==> src/bsfr_pkg.sv <==
// Package for the byte-stuffed frame receiver.
// Holds result kinds, configuration register indexes, reset values and the result type.
// Used by byte_stuffed_frame_receiver_unit and bsfr_checker.
package bsfr_pkg;

  localparam int unsigned ByteW  = 8;
  localparam int unsigned IndexW = 12;
  localparam int unsigned LenW   = 13;
  localparam int unsigned CfgIdW = 2;

  localparam logic [LenW-1:0] MaxFrame = LenW'(4096);

  localparam logic [ByteW-1:0] StartReset  = 8'h03;
  localparam logic [ByteW-1:0] EndReset    = 8'h10;
  localparam logic [ByteW-1:0] EscapeReset = 8'h02;
  localparam logic [LenW-1:0]  MaxLenReset = LenW'(4096);

  localparam logic [CfgIdW-1:0] CfgStartCode  = 2'd0;
  localparam logic [CfgIdW-1:0] CfgEndCode    = 2'd1;
  localparam logic [CfgIdW-1:0] CfgEscapeCode = 2'd2;
  localparam logic [CfgIdW-1:0] CfgMaxLength  = 2'd3;

  typedef enum logic [1:0] {
    KIND_DATA  = 2'd0,
    KIND_GOOD  = 2'd1,
    KIND_BAD   = 2'd2,
    KIND_START = 2'd3
  } kind_e;

  typedef struct packed {
    kind_e             kind;
    logic [ByteW-1:0]  out_byte;
    logic [IndexW-1:0] byte_index;
    logic [LenW-1:0]   frame_length;
  } result_t;

endpackage

==> src/byte_stuffed_frame_receiver_unit.sv <==
// Byte-stuffed frame receiver: deframes escaped bytes, checks XOR checksum.
// Single-pass datapath with a two-entry output register (main + skid).
// Depends on bsfr_pkg.
//
//   channel | signals                              | direction
//   --------+--------------------------------------+----------
//   in      | in_valid_i, in_stall_o, rx_byte_i    | receive
//   out     | out_valid_o, out_stall_i, kind_o,    | send
//           | out_byte_o, byte_index_o,            |
//           | frame_length_o                       |
//   cfg     | cfg_we_i, cfg_index_i, cfg_data_i    | receive
//
// One transaction per cycle while in_stall_o is low; each result is registered in the main or skid entry.
// The frame state update (compare, XOR, count) is combinational and registered on each accepted input.
// Reset clears frame state and the output valid flags and loads default codes.
// in_stall_o rises only when both output entries hold results.
module byte_stuffed_frame_receiver_unit (
  input  logic                          clk_i,
  input  logic                          rst_ni,
  input  logic                          in_valid_i,
  output logic                          in_stall_o,
  input  logic [bsfr_pkg::ByteW-1:0]    rx_byte_i,
  output logic                          out_valid_o,
  input  logic                          out_stall_i,
  output logic [1:0]                    kind_o,
  output logic [bsfr_pkg::ByteW-1:0]    out_byte_o,
  output logic [bsfr_pkg::IndexW-1:0]   byte_index_o,
  output logic [bsfr_pkg::LenW-1:0]     frame_length_o,
  input  logic                          cfg_we_i,
  input  logic [bsfr_pkg::CfgIdW-1:0]   cfg_index_i,
  input  logic [bsfr_pkg::LenW-1:0]     cfg_data_i
);

  typedef enum logic [1:0] {
    MODE_IDLE = 2'd0,
    MODE_RECV = 2'd1,
    MODE_ESC  = 2'd2
  } mode_e;

  logic [bsfr_pkg::ByteW-1:0] start_code_q, end_code_q, escape_code_q;
  logic [bsfr_pkg::LenW-1:0]  max_len_q;

  mode_e                      mode_q, mode_d;
  logic [bsfr_pkg::LenW-1:0]  fill_q, fill_d;
  logic [bsfr_pkg::ByteW-1:0] xor_q, xor_d;
  logic                       held_vld_q, held_vld_d;
  logic [bsfr_pkg::ByteW-1:0] held_q, held_d;

  bsfr_pkg::result_t res_d, out_q, skid_q;
  logic              res_vld_d, out_vld_q, skid_vld_q;

  logic [bsfr_pkg::LenW-1:0] limit;
  logic                      in_acc, out_acc;

  assign in_acc  = in_valid_i && !in_stall_o;
  assign out_acc = out_vld_q && !out_stall_i;
  assign in_stall_o = skid_vld_q;
  assign limit = (max_len_q > bsfr_pkg::MaxFrame) ? bsfr_pkg::MaxFrame : max_len_q;

  always_comb begin
    logic take, over;
    take       = 1'b0;
    mode_d     = mode_q;
    fill_d     = fill_q;
    xor_d      = xor_q;
    held_vld_d = held_vld_q;
    held_d     = held_q;
    res_vld_d  = 1'b0;
    res_d      = '0;
    res_d.kind = bsfr_pkg::KIND_DATA;

    unique case (mode_q)
      MODE_ESC: begin
        take = 1'b1;
      end
      MODE_RECV: begin
        priority if (rx_byte_i == escape_code_q) begin
          mode_d = MODE_ESC;
        end else if (rx_byte_i == start_code_q) begin
          fill_d     = '0;
          xor_d      = '0;
          held_vld_d = 1'b0;
          res_vld_d  = 1'b1;
          res_d.kind = bsfr_pkg::KIND_START;
        end else if (rx_byte_i == end_code_q) begin
          mode_d             = MODE_IDLE;
          res_vld_d          = 1'b1;
          res_d.kind         = (held_vld_q && held_q == xor_q) ?
                               bsfr_pkg::KIND_GOOD : bsfr_pkg::KIND_BAD;
          res_d.frame_length = fill_q;
        end else begin
          take = 1'b1;
        end
      end
      default: begin
        mode_d = MODE_IDLE;
        if (rx_byte_i == start_code_q) begin
          mode_d     = MODE_RECV;
          fill_d     = '0;
          xor_d      = '0;
          held_vld_d = 1'b0;
          res_vld_d  = 1'b1;
          res_d.kind = bsfr_pkg::KIND_START;
        end
      end
    endcase

    over = fill_q >= limit;
    if (take) begin
      if (over) begin
        // silent restart; an escaping receiver stays escaping
        fill_d     = '0;
        xor_d      = '0;
        held_vld_d = 1'b0;
      end else begin
        mode_d = MODE_RECV;
        held_d = rx_byte_i;
        if (held_vld_q) begin
          res_vld_d        = 1'b1;
          res_d.out_byte   = held_q;
          res_d.byte_index = fill_q[bsfr_pkg::IndexW-1:0];
          fill_d           = fill_q + bsfr_pkg::LenW'(1);
          xor_d            = xor_q ^ held_q;
        end else begin
          held_vld_d = 1'b1;
        end
      end
    end
  end

  always_ff @(posedge clk_i or negedge rst_ni) begin
    if (!rst_ni) begin
      start_code_q  <= bsfr_pkg::StartReset;
      end_code_q    <= bsfr_pkg::EndReset;
      escape_code_q <= bsfr_pkg::EscapeReset;
      max_len_q     <= bsfr_pkg::MaxLenReset;
    end else if (cfg_we_i) begin
      unique case (cfg_index_i)
        bsfr_pkg::CfgStartCode:  start_code_q  <= cfg_data_i[bsfr_pkg::ByteW-1:0];
        bsfr_pkg::CfgEndCode:    end_code_q    <= cfg_data_i[bsfr_pkg::ByteW-1:0];
        bsfr_pkg::CfgEscapeCode: escape_code_q <= cfg_data_i[bsfr_pkg::ByteW-1:0];
        bsfr_pkg::CfgMaxLength:  max_len_q     <= cfg_data_i;
        default: ;
      endcase
    end
  end

  always_ff @(posedge clk_i or negedge rst_ni) begin
    if (!rst_ni) begin
      mode_q     <= MODE_IDLE;
      fill_q     <= '0;
      xor_q      <= '0;
      held_vld_q <= 1'b0;
      held_q     <= '0;
    end else if (in_acc) begin
      mode_q     <= mode_d;
      fill_q     <= fill_d;
      xor_q      <= xor_d;
      held_vld_q <= held_vld_d;
      held_q     <= held_d;
    end
  end

  // main output entry plus skid entry
  always_ff @(posedge clk_i or negedge rst_ni) begin
    if (!rst_ni) begin
      out_vld_q  <= 1'b0;
      skid_vld_q <= 1'b0;
    end else begin
      if (in_acc && res_vld_d && out_vld_q && out_stall_i) begin
        skid_vld_q <= 1'b1;
      end else if (out_acc) begin
        skid_vld_q <= 1'b0;
      end
      if (out_acc) begin
        out_vld_q <= skid_vld_q || (in_acc && res_vld_d);
      end else if (!out_vld_q) begin
        out_vld_q <= in_acc && res_vld_d;
      end
    end
  end

  always_ff @(posedge clk_i) begin
    if (in_acc && res_vld_d && out_vld_q && out_stall_i) begin
      skid_q <= res_d;
    end
    if (out_acc && skid_vld_q) begin
      out_q <= skid_q;
    end else if ((out_acc || !out_vld_q) && in_acc && res_vld_d) begin
      out_q <= res_d;
    end
  end

  assign out_valid_o    = out_vld_q;
  assign kind_o         = out_q.kind;
  assign out_byte_o     = out_q.out_byte;
  assign byte_index_o   = out_q.byte_index;
  assign frame_length_o = out_q.frame_length;

endmodule

==> config.mk <==
export PLATFORM = sky130hd
export DESIGN_NAME = byte_stuffed_frame_receiver_unit
export DESIGN_NICKNAME = d
export VERILOG_FILES = /design/src/bsfr_pkg.sv /design/src/byte_stuffed_frame_receiver_unit.sv
export SDC_FILE = /design/constraint.sdc
export NUM_CORES = 1
export LEC_CHECK = 0
export ABC_AREA = 0
export BUFFER_PORTS_ARGS = -buffer_cell sky130_fd_sc_hd__buf_2
export CAP_MARGIN = 20
export CORE_AREA = 2 2 127 129
export DETAILED_ROUTE_END_ITERATION = 7
export DIE_AREA = 0 0 129 131
export PLACE_DENSITY = 0.74
export SLEW_MARGIN = 20
export SYNTH_ARGS = -nofsm -noshare
export SYNTH_HDL_FRONTEND = slang
export SYNTH_SLANG_ARGS = --single-unit
==> constraint.sdc <==
create_clock -name clk_i -period 9.2 [get_ports clk_i]
set_input_delay 0.46 -clock clk_i [delete_from_list [all_inputs] [get_ports clk_i]]
set_output_delay 0.46 -clock clk_i [all_outputs]
set_load 0.05 [all_outputs]
==> impl_metrics.toml, run 1 <==
[route]
drtPass1Iterations = 5
route.detailed.drc = 0
ant_nets = 0
drt_wl_total_um = 14900
drtIter0Drc = 403
dr_total_vias = 4758
avgRoutedWirePerCell_um = 17.1
vias_per_cell = 5.45

[sta]
rsz0062_at_grt = "false"
finalCritPeriodShare = 0.439
tightest_slew_ns = 1.03
slew_viol_final = 0
post-route-min-period_ns = 4.04
finalClockSkew_ns = 0.00594
setup_viol = 0
fin_ws_ns = 5.16
fmax_mhz = 248
tns_ns = 0
slew_headroom = 0.314
finalHoldViolations = 0

[floorplan]
fp.dieH_um = 131
start_util = 0.442
dieArea_um2 = 16900
ios = 65
core_um2 = 15600
rows = 46
fp.dieW_um = 129

[clocking]
cts-buffers-inserted = 17
cts_buffer_depth = 2
cts-root-buf = "clkbuf_16"
clock_latency_ns = 0.42
cts_setup_buffers = 0
htree_levels = 4
ctsResizeCount = 0
clkTransAtPathRegs_ns = 0.06
clock-sinks = 141
cts_tree = "built"
cts-hold-fix-buffers = 0

[synthesis]
ys.warnings.count = 0
synthesis.area_um2 = 6890
avgSynthCellArea_um2 = 11.9
synth_flop_cell = "edfxtp_1"
synth_edf_count = 70
synth_top_area_frac = 0.305
synth_cell_types = 54
synth_fp_nets = 624
synthTopCellsByArea = "edfxtp_1, dfrtp_1, mux2_2"
ys_ff_latch = 141
synth_cells = 579
yosysSeqAreaShare = 0.564
async_flop_share = 0.504
synth_area_leader_cell = "edfxtp_1"

[place]
dp_slack_ns = 4.95
portBuffers = 64
placed_area_um2 = 7430
gp_congestion = 0.884
dp_hpwl_um = 10300

[final_layout]
post-route-util = 0.516
layout_commonest_cell = "nand2_1"
finalInstanceArea_um2 = 8050
drive_gt1_frac = 0.266
most-common-layout-cells = "nand2_1, edfxtp_1, dfrtp_1, buf_2, mux2_2"
antenna_cells = 0
nNetsFinal = 690
area.growth.synth_to_final_pct = 16.8

[critical_path]
cp.required_ns = 9.33
r2r_start = "max_len_q[12]$_DFFE_PN1P_"
crit_fanout = 26
critPathLaunchType = "flop"
rr_worst_depth = 10
critPathKind = "flop to flop"
r2r-end = "skid_q[9]$_DFFE_PP_"
reg2reg_setup_slack_ns = 5.16
critPathCaptureType = "flop"
cp.arrival_ns = 4.17

[run_status]
status = "finished, final reports clean"

[power_and_ir_drop]
ir_worst_vdd_mv = 0.137
power.density_nw_per_um2 = 221
power.total_mw = 1.78
p_leak_nw = 3.23

[global_routing]
antenna_found_initial = 0
grt_pass1_vias = 4644
grt_use_total = 0.186
overflow = 0
grt_start_max_net_pins = 72
grt_pass1_wl_um = 24200

[hold_path]
min_path_type = "input port to async pin"

[job]
cap_viol_max_count = 0
state kept, by name (all words and copies together), names as in the netlist:
signal / cells
start_code_q: 8
xor_q: 8
max_len_q: 13
held_q: 8
escape_code_q: 8
frame_length_o: 13
end_code_q: 8
held_vld_q: 1
skid_q: 35
out_byte_o: 8
in_stall_o: 1
out_valid_o: 1
kind_o: 2
byte_index_o: 12
mode_q: 2
fill_q: 13
logic make-up after synthesis:
logic type / synth area share
AO/OA/AOI/OAI: 0.0924
XOR/XNOR: 0.0445
adder cells (fa/ha/maj): 0.0309
buffers and inverters: 0.0256
flip-flops: 0.564
multiplexers: 0.107
AND/OR/NAND/NOR: 0.136
metal layers:
layer  up-vias  wire length [um]  share of wire  global-route usage
met5         -                 0              0                   0
met4         0               200          0.013              0.0678
met3        18               911          0.061              0.0464
met2       168              6760           0.45               0.288
met1      2329              7070           0.47               0.255
li1       2243                 -              -                   -
worst max-delay path by stage:
stage / startpoint / endpoint / cells after the start
detailed placement: max_len_q[12]$_DFFE_PN1P_ / frame_length_o[8]$_DFFE_PP_ / 9
global placement: max_len_q[12]$_DFFE_PN1P_ / frame_length_o[0]$_DFFE_PP_ / 9
CTS: max_len_q[12]$_DFFE_PN1P_ / out_byte_o[7]$_DFFE_PP_ / 9
global route: max_len_q[12]$_DFFE_PN1P_ / skid_q[9]$_DFFE_PP_ / 10
finish: max_len_q[12]$_DFFE_PN1P_ / skid_q[9]$_DFFE_PP_ / 10
floorplan: max_len_q[12]$_DFFE_PN1P_ / byte_index_o[0]$_DFFE_PP_ / 11
cells in the mapped netlist, types with 5 or more instances:
cell type / count
mux2_2: 59
nand4_1: 11
o31ai_1: 6
a31oi_1: 18
dfstp_2: 5
edfxtp_1: 70
a21oi_1: 17
nand3b_1: 11
and3_1: 7
and2_1: 29
nor2_1: 13
xor2_1: 23
o21ai_0: 28
mux2i_1: 7
xnor2_1: 12
nand3_1: 14
inv_1: 16
buf_2: 5
dfrtp_1: 66
clkbuf_1: 13
ha_1: 17
nand2_1: 75
metrics by stage:
step | hold slack (ns) | std cells
CTS | 0.251 | 871
floorplan | 0.164 | 579
detailed placement | 0.490 | 840
global route | 0.267 | 873
global placement | 0.478 | 840
finish | 0.240 | 873
cell type report:
| cell class | count | area (um^2) |
|---|---|---|
| Sequential cell | 141 | 3880 |
| Fill cell | 1348 | 7550 |
| Multi-Input combinational cell | 398 | 2860 |
| Clock inverter | 10 | 116 |
| Tap cell | 216 | 270 |
| Timing Repair Buffer | 71 | 413 |
| Inverter | 16 | 60.1 |
| Clock buffer | 21 | 440 |
where the power goes:
| part | leakage [nW] | switching [mW] | internal [mW] |
|---|---|---|---|
| Combinational | 1.42 | 0.135 | 0.132 |
| Sequential | 1.53 | 0.119 | 0.737 |
| Clock | 0.269 | 0.259 | 0.397 |
| Total | 3.23 | 0.513 | 1.27 |
worst max-delay path: stages (launching register included):
cell	delay [ns]
dfstp_2	0.54
inv_1	0.15
nand2_1	0.12
ha_1	0.24
a21oi_1	0.17
o21a_1	0.15
o211ai_1	0.12
a21oi_1	0.37
nand3_1	0.80
a21oi_4	0.84
buf_16	0.24
(Power assumes the default switching activity.)
==> inputs of run 2 (changes only) <==
--- a/config.mk
+++ b/config.mk
@@ -5,13 +5,13 @@
 export SDC_FILE = /design/constraint.sdc
 export NUM_CORES = 1
 export LEC_CHECK = 0
-export ABC_AREA = 0
+export ABC_AREA = 1
 export BUFFER_PORTS_ARGS = -buffer_cell sky130_fd_sc_hd__buf_2
 export CAP_MARGIN = 20
-export CORE_AREA = 2 2 127 129
+export CORE_AREA = 2 2 130 132
 export DETAILED_ROUTE_END_ITERATION = 7
-export DIE_AREA = 0 0 129 131
-export PLACE_DENSITY = 0.74
+export DIE_AREA = 0 0 132 134
+export PLACE_DENSITY = 0.73
 export SLEW_MARGIN = 20
 export SYNTH_ARGS = -nofsm -noshare
 export SYNTH_HDL_FRONTEND = slang
==> constraint.sdc (replaced) <==
create_clock -name clk_i -period 3.8 [get_ports clk_i]
set_input_delay 0.19 -clock clk_i [delete_from_list [all_inputs] [get_ports clk_i]]
set_output_delay 0.19 -clock clk_i [all_outputs]
set_load 0.05 [all_outputs]
==> run 2 against run 1 <==
Via count grew 14%. Fmax rose by 22%. Non-clock buffer count is 4 higher. Global-route usage shrank 1.2 points. Final cell count grew 29%. Clock skew grew 0.0015 ns. Worst hold slack lost 0.22 ns. Die area increased by 4.7%. Clock power grew to 2.7 times the previous value. Wire length down 2.3%. First-iteration DRC count is 6.9% higher. Critical path type unchanged. Critical endpoint is now skid_q[23]$_DFFE_PP_.
==> impl_metrics.toml, run 2 <==
[clocking]
clock-sinks = 141
cts-root-buf = "clkbuf_16"
clkTransAtPathRegs_ns = 0.06
clock_latency_ns = 0.42
cts-buffers-inserted = 17
cts_tree = "built"
cts_buffer_depth = 2
htree_levels = 4

[synthesis]
yosysSeqAreaShare = 0.539
synth_cells = 822
synthTopCellsByArea = "edfxtp_1, dfrtp_1, nand2_1"
ys_ff_latch = 141
async_flop_share = 0.504
ys.warnings.count = 0
synth_top_area_frac = 0.291
synth_fp_nets = 867
avgSynthCellArea_um2 = 8.78
synthesis.area_um2 = 7210
synth_area_leader_cell = "edfxtp_1"
synth_cell_types = 35
synth_flop_cell = "edfxtp_1"
synth_common_cells = "nand2_1, inv_1, o21ai_0"
synth_edf_count = 70
synth.most_common_cell = "nand2_1"

[route]
drt_wl_total_um = 14600
avgRoutedWirePerCell_um = 13.0
drtIter0Drc = 431
route.detailed.drc = 0
ant_nets = 0
drtPass1Iterations = 5
dr_total_vias = 5436
vias_per_cell = 4.83

[power_and_ir_drop]
p_clk_frac = 0.364
p_switching_mw = 1.60
p_int_mw = 3.26
seqPwrFrac = 0.401
p_leak_nw = 3.89
pwr-share-comb = 0.235
power.density_nw_per_um2 = 577
p_sw_frac = 0.330
ir_worst_vdd_mv = 0.386
power.total_mw = 4.86

[critical_path]
r2r_start = "max_len_q[4]$_DFFE_PN0P_"
critPathLaunchType = "flop"
rr_worst_depth = 17
critPathKind = "flop to flop"
reg2reg_setup_slack_ns = 0.50
critPathCaptureType = "flop"
cp.required_ns = 3.92
cp.arrival_ns = 3.41
r2r-end = "skid_q[23]$_DFFE_PP_"
crit_fanout = 35

[place]
portBuffers = 64
dp_hpwl_um = 10100
gp_congestion = 0.878
placedCellCount = 1088

[sta]
finalCritPeriodShare = 0.868
slew_headroom = 0.382
setup_viol = 0
fmax_mhz = 303
post-route-min-period_ns = 3.30
tightest_slew_ns = 0.927
rsz0062_at_grt = "false"
finalHoldViolations = 0
hold_slack_ns = 0.0177
finalClockSkew_ns = 0.00747
tns_ns = 0
slew_viol_final = 0

[hold_path]
min_path_type = "input port to flop"
min_to = "max_len_q[9]$_DFFE_PN0P_"
hp-start = "cfg_data_i[9]"
min_path_cells = 2

[global_routing]
overflow = 0
top_usage_layer = "met2"
grt_start_max_net_pins = 42
grt_util_met1 = 0.251
grt_use_met2 = 0.264
gr-usage-met3 = 0.0382
antenna_found_initial = 0
grt_pass1_wl_um = 24300
grt_use_total = 0.174
grt_pass1_vias = 4928

[final_layout]
largest-register = "skid_q"
nNetsFinal = 937
drive_gt1_frac = 0.168
n_fill_cell = 1492
antenna_cells = 0
layout_commonest_cell = "nand2_1"
fin_cells = 1125
post-route-util = 0.517
largest_register_ffs = 35
most-common-layout-cells = "nand2_1, inv_1, o21ai_0, edfxtp_1, dfrtp_1"
area.growth.synth_to_final_pct = 16.8

[floorplan]
fp.dieH_um = 134
core_um2 = 16300
ios = 65
fp.dieW_um = 132
dieArea_um2 = 17700
start_util = 0.443
rows = 47

[job]
cap_viol_max_count = 0

[run_status]
status = "finished, final reports clean"
==> run 2: power groups by stage <==
stage | Clock [mW] | Combinational, mW | Sequential, mW
floorplan | 0 | 0.806 | 2.04
global placement | 0 | 1.12 | 1.97
detailed placement | 0 | 1.14 | 1.98
CTS | 1.79 | 1.15 | 1.95
global route | 1.86 | 1.29 | 1.98
finish | 1.77 | 1.14 | 1.95
==> run 2: how the worst max path moves through the flow <==
stage | from | end | slack [ns] | cells after the start
after global routing | max_len_q[4]$_DFFE_PN0P_ | skid_q[5]$_DFFE_PP_ | 0.19 | 17
after global placement | max_len_q[4]$_DFFE_PN0P_ | byte_index_o[6]$_DFFE_PP_ | 0.68 | 17
after floorplan | max_len_q[4]$_DFFE_PN0P_ | byte_index_o[0]$_DFFE_PP_ | 0.34 | 16
final | max_len_q[4]$_DFFE_PN0P_ | skid_q[23]$_DFFE_PP_ | 0.50 | 17
after CTS | max_len_q[4]$_DFFE_PN0P_ | skid_q[5]$_DFFE_PP_ | 0.48 | 17
after detailed placement | max_len_q[4]$_DFFE_PN0P_ | skid_q[19]$_DFFE_PP_ | 0.53 | 17
==> run 2: final cells by class <==
type	count	area [um^2]	share of cell area
Sequential cell	141	3880	0.461
Multi-Input combinational cell	567	2850	0.338
Timing Repair Buffer	75	440	0.0523
Clock buffer	17	425	0.0505
Inverter	90	338	0.0401
Tap cell	220	275	0.0327
Clock inverter	15	211	0.0251
==> run 2: what timing repair did <==
action	CTS	global route
endpoints found under the hold margin	39	0
hold buffers	5	0
endpoints found under the setup margin	0	0
buffers inserted	0	0
resized for setup	0	0
==> run 2: cell families after synthesis <==
logic type	synth area share
simple gates	0.267
flops	0.539
buf+inv	0.0669
compound gates	0.0725
fa+ha+maj	0.0295
xor+xnor	0.0194
mux	0.00624
==> run 2: worst max-delay path, stage by stage (launching register included) <==
cell	delay, ns
dfrtp_1	0.40
nor4_1	0.27
nand2_1	0.08
nor3_1	0.15
a21oi_1	0.11
clkinv_1	0.16
nand2_1	0.08
ha_1	0.31
a21oi_1	0.18
o21ai_0	0.12
o21ai_0	0.25
nand3_1	0.11
inv_1	0.14
nand3_4	0.09
nand2_1	0.12
nand3b_1	0.10
inv_1	0.10
buf_12	0.22
==> run 2: per-stage QoR <==
stage                     setup slack [ns]  instance area (um^2)
final                                0.503                  8420
after global routing                 0.194                  8420
after detailed placement             0.534                  7740
after CTS                            0.480                  8420
after floorplan                      0.341                  7210
after global placement               0.676                  7740
==> run 2: per-layer routing <==
layer	vias to the layer above	wire length [um]
met1	2497	7110
met5	-	0
met3	13	729
met2	123	6630
li1	2803	-
met4	0	133
